[config.mk]
export PLATFORM = sky130hd
export DESIGN_NAME = sr32_step
export DESIGN_NICKNAME = d
export VERILOG_FILES = /design/src/sr32_pkg.sv /design/src/sr32_step.sv
export SDC_FILE = /design/constraint.sdc
export NUM_CORES = 1
export LEC_CHECK = 0
export ABC_AREA = 0
export BUFFER_PORTS_ARGS = -buffer_cell sky130_fd_sc_hd__buf_4
export CAP_MARGIN = 20
export CORE_MARGIN = 4
export CORE_UTILIZATION = 46
export CTS_CLUSTER_SIZE = 14
export DETAILED_ROUTE_END_ITERATION = 7
export PLACE_DENSITY = 0.91
export SLEW_MARGIN = 20
export SYNTH_ARGS = -nofsm -noshare
export SYNTH_HDL_FRONTEND = slang
export SYNTH_SLANG_ARGS = --single-unit
[constraint.sdc]
create_clock -name clock -period 3.2 [get_ports clock]
set_clock_uncertainty 0.2 [all_clocks]
set_input_delay 0 -clock clock [delete_from_list [all_inputs] [get_ports clock]]
set_output_delay 0 -clock clock [all_outputs]
set_load 0.03 [all_outputs]
[src/sr32_pkg.sv]
`timescale 1ns / 1ps
// ----------------------------------------------------------------------------
// sr32_pkg
// Shared widths and beat types for the pipelined signed remainder unit.
// ----------------------------------------------------------------------------
package sr32_pkg;

   // Operand width, fixed by the request and response fields
   localparam int DATA_WIDTH = 32;

   // One restoring step per pipeline stage, one step per dividend bit
   localparam int STEP_COUNT = DATA_WIDTH;

   typedef struct packed {
      logic signed [DATA_WIDTH-1:0] divisor;
      logic signed [DATA_WIDTH-1:0] dividend;
   } req_type;

   typedef struct packed {
      logic signed [DATA_WIDTH-1:0] remainder;
      logic                         divide_by_zero;
   } rsp_type;

   // Working set carried down the divider pipeline
   typedef struct packed {
      logic                  negative;   // dividend was negative
      logic                  zero_div;   // divisor was zero
      logic [DATA_WIDTH-1:0] partial;    // running remainder magnitude
      logic [DATA_WIDTH-1:0] numer;      // dividend magnitude, MSB next
      logic [DATA_WIDTH-1:0] denom;      // divisor magnitude
   } stage_type;

endpackage

[src/sr32_step.sv]
`timescale 1ns / 1ps
// ----------------------------------------------------------------------------
// sr32_step
// One registered restoring-division step: shift in one dividend bit and
// subtract the divisor when it fits.
// ----------------------------------------------------------------------------
module sr32_step
   import sr32_pkg::*;
(
   input  logic      clock,
   input  logic      reset,
   input  logic      valid_in,
   input  stage_type stage_in,
   output logic      valid_out,
   output stage_type stage_out
);

   logic              valid_ff;
   stage_type         stage_ff;
   stage_type         stage_in_next;
   logic [DATA_WIDTH-1:0] shifted;
   logic [DATA_WIDTH:0]   diff;

   // Trial subtract of the divisor from the shifted remainder
   always_comb begin
      shifted = {stage_in.partial[DATA_WIDTH-2:0], stage_in.numer[DATA_WIDTH-1]};
      diff    = {1'b0, shifted} - {1'b0, stage_in.denom};
      stage_in_next         = stage_in;
      stage_in_next.numer   = {stage_in.numer[DATA_WIDTH-2:0], 1'b0};
      stage_in_next.partial = diff[DATA_WIDTH] ? shifted : diff[DATA_WIDTH-1:0];
   end

   // Advance the valid bit
   always_ff @(posedge clock) begin
      if (reset) begin
         valid_ff <= 1'b0;
      end else begin
         valid_ff <= valid_in;
      end
   end

   // Advance the payload
   always_ff @(posedge clock) begin
      stage_ff <= stage_in_next;
   end

   assign valid_out = valid_ff;
   assign stage_out = stage_ff;

endmodule

==> results by group, run 1 <==
Route
  – Drt total wl: approximately 16 mm
  – Via count: 4636
  – Vias per inst: roughly 5.5
  – Post-route DRC: 0
  – ANT nets after route: 0
  – Drt first pass iters: 5
  – DR iter-0 viols: approximately 220
  – Post-DR wirelength/cell: 18.6 µm

Layout
  – Ant. Diodes: 0
  – Cell area after layout: 6910 µm²
  – FILL cells: slightly below 500
  – Layout cell share with drive strength beyond 1: 31.5%
  – Net total in the final layout: 866
  – Register Area: 1960 µm²
  – Post-Layout Cell Count: roughly 850
  – Multi-input gate area: 1980 µm²
  – Area Overhead vs Synth: 67.5%
  – Post-layout util: 79.3%

Die
  – Std cell rows: 34
  – Die width: 103 µm
  – Core footprint: about 8700 µm²
  – Initial Util: ~47%
  – Die height: approximately 100 µm
  – Top Ports: 200
  – Die area: 10600 µm²

Setup path
  – CP arrival: 3.12 ns
  – Worst Path Required: 3.25 ns
  – Crit Path Category: in2reg
  – Crit-path cells: dlygate4sd3_1, buf_4, ha_1, fa_1, nor2b_1, o31a_1, o21ai_2, o21ai_2, o2bb2ai_4, nand4_1, a31o_2, buf_8, o41ai_2
  – Worst Setup SP: stage_in[0]
  – Crit path largest cell delay: 0.53 ns
  – CP Max Fanout: 33
  – Nature of the critical path startpoint: input port
  – CP Capture Type: flip-flop
  – CP max stage cell: dlygate4sd3_1
  – CP most frequent cell: o21ai_2

CTS
  – Clk sinks: about 100
  – Clock Tree Root: clkbuf_8
  – CTS tree: built
  – Num CTS Buffers: 9
  – Clock tree buffer depth: 2
  – # H-tree levels: 3
  – Clock Pin Slew Worst Setup and Hold Paths: 0.11 ns

Synth
  – Netlist Area Pre-Place: 4130 µm²
  – Synth Register Bits: 98
  – Syn Inst Count: roughly 430
  – Seq/Total Area, Yosys: 47.5%
  – Mean post-synth cell area: between 9 and 10 µm²
  – Count of cell types in the netlist: 54
  – Yosys warns: 0
  – Syn Nets: 567
  – Synth Flop Type: dfxtp_1
  – Post-synth EDFFs: 0
  – Synth async-reset ratio: 0%

STA
  – Final setup TNS: 0 ns
  – Period Utilization, post-route: about 96%
  – Hold Slack: 0.0803 ns
  – Endpoints failing hold: 0
  – F_max: 326 MHz
  – Final setup margin: 0.130 ns
  – # setup viols final: 0
  – Final Max Slew Viols: 0
  – Tmin final: 3.07 ns

Power and ir drop
  – Design Power: around 3.3 mW
  – IR drop worst, VDD: 0.000277 V
  – Leakage: around 3.4 nW
  – PD cells: 481 nW/µm²

Global route
  – First-pass GRT wire length: 23.5 mm
  – Largest net degree at the start of global routing: 34
  – Initial antenna violation count: 0
  – GRT Util Overall: 28.5%
  – Overflow after GRT: 0
  – Vias in the first global route: between 4000 and 5000

Run status
  – Status: completed

Placed design
  – Detail Placement HPWL: between 9 and 10 mm
  – Placed Cells: 729
  – Worst slack, placed: approximately 0.29 ns
  – RePlAce Congestion: 0.906
  – Dpl cell area: 5690 µm²
  – Port buffer count: 197

Min path
  – Hold Path Class: in2reg
  – Worst hold start: stage_in[56]

Job
  – Max cap viols: 0
final cells by class:
class / count / share of cell area, %
Clock buffer: 10 / 1.85
Clock inverter: 6 / 0.796
Inverter: 40 / 2.17
Multi-Input combinational cell: 284 / 28.6
Sequential cell: 98 / 28.4
Tap cell: 108 / 1.95
Timing Repair Buffer: 299 / 36.2
worst max-delay path: cells and delay by family:
family | cells | cell delay, ns
AND/OR/NAND/NOR | 2 | 0.29
AO/OA/AOI/OAI | 6 | 1.35
adder cells (fa/ha/maj) | 2 | 0.62
buffers and inverters | 3 | 0.84
kinds of logic (layout without fill, tap and decap cells):
family	after synthesis	after routing	synth area share [%]
multiplexers	2	2	0.515
buffers and inverters	51	355	5.15
other	1	1	0.0908
XOR/XNOR	20	20	4.24
adder cells (fa/ha/maj)	33	33	10.2
AO/OA/AOI/OAI	129	129	21.2
AND/OR/NAND/NOR	99	99	11.1
flip-flops	98	98	47.5
where the power goes:
group          internal (mW)  total, mW  switching (mW)
Combinational          0.498       1.17           0.669
Sequential              1.34       1.38          0.0441
Clock                  0.301      0.775           0.474
Total                   2.14       3.33            1.19
synthesized netlist by cell type (all sizes together), types with 2 or more instances:
cell type / n / area share, %
xor2: 9 / 1.9
nor2: 24 / 2.2
nor2b: 5 / 0.76
or2: 2 / 0.30
a311oi: 2 / 0.42
ha: 32 / 9.7
and3: 4 / 0.61
o31ai: 6 / 1.1
xnor2: 11 / 2.3
dfxtp: 98 / 48
o21a: 9 / 1.6
a211oi: 6 / 1.3
inv: 40 / 3.6
nand3: 5 / 0.61
nand4: 4 / 0.61
nand3b: 2 / 0.36
a21o: 20 / 3.6
nor3: 3 / 0.36
a21oi: 22 / 2.7
o21ai: 40 / 5.0
a21bo: 2 / 0.49
a211o: 3 / 0.64
clkbuf: 6 / 0.55
nand2b: 4 / 0.61
buf: 5 / 0.97
a31oi: 5 / 0.76
nand2: 42 / 3.8
timing repair:
action	in CTS	in global routing
hold endpoints to repair	98	0
resized for setup	0	9
endpoints found under the setup margin	0	16
hold buffers	99	0
buffers inserted	0	1
registers in the layout (all words and copies together), names as in the netlist:
register   count
stage_out     97
valid_out      1
final timing paths:
check | slack, ns | endpoint | depth (start not counted)
worst max-delay path | 0.13 | stage_out[95]$_DFF_P_ | 13
worst min-delay path | 0.08 | stage_out[57]$_DFF_P_ | 2
layout by cell type, fill, tap and decap left out, drive strengths merged, types with 2 or more instances in the layout:
| cell | instances |
|---|---|
| dfxtp | 98 |
| a211o | 3 |
| ha | 32 |
| a21o | 20 |
| xor2 | 9 |
| a311oi | 2 |
| nor2 | 24 |
| a211oi | 6 |
| clkbuf | 10 |
| nand4 | 4 |
| nor3 | 3 |
| a21bo | 2 |
| nand3b | 2 |
| o31ai | 6 |
| o21ai | 40 |
| a21oi | 22 |
| or2 | 2 |
| a31oi | 5 |
| nand3 | 5 |
| nand2b | 4 |
| clkinv | 2 |
| nand2 | 42 |
| xnor2 | 11 |
| o21a | 9 |
| buf | 200 |
| dlygate4sd3 | 99 |
| nor2b | 5 |
| and3 | 4 |
| inv | 44 |
layer usage:
layer  vias up  wire (µm)  global-route usage [%]  part of all wire (%)
li1       2098          -                       -                     -
met1      2151       5310                    28.5                    34
met2       293       8150                    52.4                    52
met3        94       1400                    7.51                   8.9
met4         0        901                    17.2                   5.7
met5         -          0                       0                     0
Note: power is estimated with default switching activity, not from simulation.
==> run 2: changes to the inputs <==
RECOVER_POWER = 25   (was unset)
==> results by group, run 2 (synthesis gave the netlist of run 1 again) <==
STA
  – Final setup TNS: 0 ns
  – Endpoints failing hold: 0
  – Tmin final: a little over 3 ns
  – Period Utilization, post-route: 95.8%
  – # setup viols final: 0
  – F_max: 326 MHz
  – Final Max Slew Viols: 0
  – Hold Slack: 0.0904 ns

Setup path
  – CP Capture Type: flip-flop
  – Crit Path Category: in2reg
  – Worst Path Required: 3.26 ns
  – CP arrival: 3.12 ns
  – CP Max Fanout: 33
  – Nature of the critical path startpoint: input port

Placed design
  – Port buffer count: 197
  – RePlAce Congestion: 0.906
  – Detail Placement HPWL: 9.18 mm
  – Placed Cells: between 700 and 800

CTS
  – Clock Pin Slew Worst Setup and Hold Paths: 0.12 ns
  – Num CTS Buffers: 9
  – Clock Tree Root: clkbuf_8
  – Clk sinks: 98
  – Clock tree buffer depth: 2
  – # H-tree levels: 3
  – CTS tree: built

Route
  – Drt total wl: between 15 and 20 mm
  – Via count: 4629
  – Vias per inst: about 5.5
  – ANT nets after route: 0
  – DR iter-0 viols: 217
  – Post-DR wirelength/cell: between 15 and 20 µm
  – Drt first pass iters: 5
  – Post-route DRC: 0

Global route
  – Largest net degree at the start of global routing: 34
  – Grt peak-use layer: met2
  – GR Util met2: 52.4%
  – M1 GR Usage: 28.5%
  – GRT met3 Usage: 7.51%
  – Vias in the first global route: 4892
  – First-pass GRT wire length: 23.5 mm
  – Initial antenna violation count: 0
  – Overflow after GRT: 0
  – GRT Util Overall: 28.5%

Die
  – Core footprint: 8720 µm²
  – Die area: 10600 µm²
  – Top Ports: 200
  – Die width: 103 µm
  – Die height: between 100 and 150 µm
  – Initial Util: 47.3%
  – Std cell rows: 34

Min path
  – Hold Path Class: in2reg

Power and ir drop
  – IR drop worst, VDD: 0.000278 V
  – Leakage: around 3.4 nW
  – Design Power: 3.32 mW
  – PD cells: 482 nW/µm²

Layout
  – Ant. Diodes: 0
  – Post-layout util: about four fifths
  – Area Overhead vs Synth: 66.9%
  – Commonest non-fill, non-tap cells in the layout: buf_4, dlygate4sd3_1, dfxtp_1, nand2_1
  – Post-Layout Cell Count: 845
  – Layout cell share with drive strength beyond 1: 30.5%
  – Largest register FFs: 97
  – Commonest non-fill, non-tap cell in the layout: buf_4
  – Net total in the final layout: 866

Job
  – Max cap viols: 0

Run status
  – Status: completed
run 2: changes by cell type in the layout (fill, tap and decap cells not counted):
cell | before | now
clkbuf_1 | 1 | 8
buf_4 | 198 | 151
clkbuf_4 | 0 | 40
run 2: area by class of cell:
| class | instances | area, µm² |
|---|---|---|
| clock inverters | 6 | 55.1 |
| clock buffers | 10 | 128 |
| repair buffers | 299 | 2480 |
| well taps | 108 | 135 |
| multi-input cells | 284 | 1980 |
| flip-flops and latches | 98 | 1960 |
| fillers | 498 | 1830 |
| inverters | 40 | 150 |
run 2: layer usage:
layer / vias to the layer above / routed length (µm)
met1: 2107 / 5130
met5: - / 0
met4: 0 / 971
met2: 319 / 8060
li1: 2095 / -
met3: 108 / 1540
run 2: what timing repair did:
action,4_1_cts,5_1_grt
gates resized for setup,0,9
setup buffers,0,1
endpoints found under the hold margin,98,0
hold buffers,99,0
setup endpoints to repair,0,16
run 2: worst paths after layout:
| kind | slack (ns) | endpoint | cells past startpoint | from |
|---|---|---|---|---|
| max | 0.14 | stage_out[95]$_DFF_P_ | 13 | stage_in[0] |
| min | 0.09 | stage_out[57]$_DFF_P_ | 2 | stage_in[56] |
run 2: stage by stage:
step           cell area, µm²  setup slack (ns)
6_report                 6890             0.136
5_1_grt                  6890           -0.0212
4_1_cts                  6870            0.0806
3_5_place_dp             5690             0.291
3_3_place_gp             5690             0.277
2_1_floorplan            4130             0.704
run 2: power breakdown:
group | total, mW | switching [mW] | internal, mW
sequential | 1.38 | 0.0442 | 1.34
clock | 0.778 | 0.477 | 0.301
combinational | 1.16 | 0.669 | 0.492
run 2: worst max-delay path: stages:
cell and delay (ns):
dlygate4sd3_1 0.53, buf_4 0.13, ha_1 0.21, fa_1 0.41, nor2b_1 0.15, o31a_1 0.24
o21ai_2 0.12, o21ai_2 0.23, o2bb2ai_4 0.17, nand4_1 0.14, a31o_2 0.26, buf_8 0.18
o41ai_2 0.32
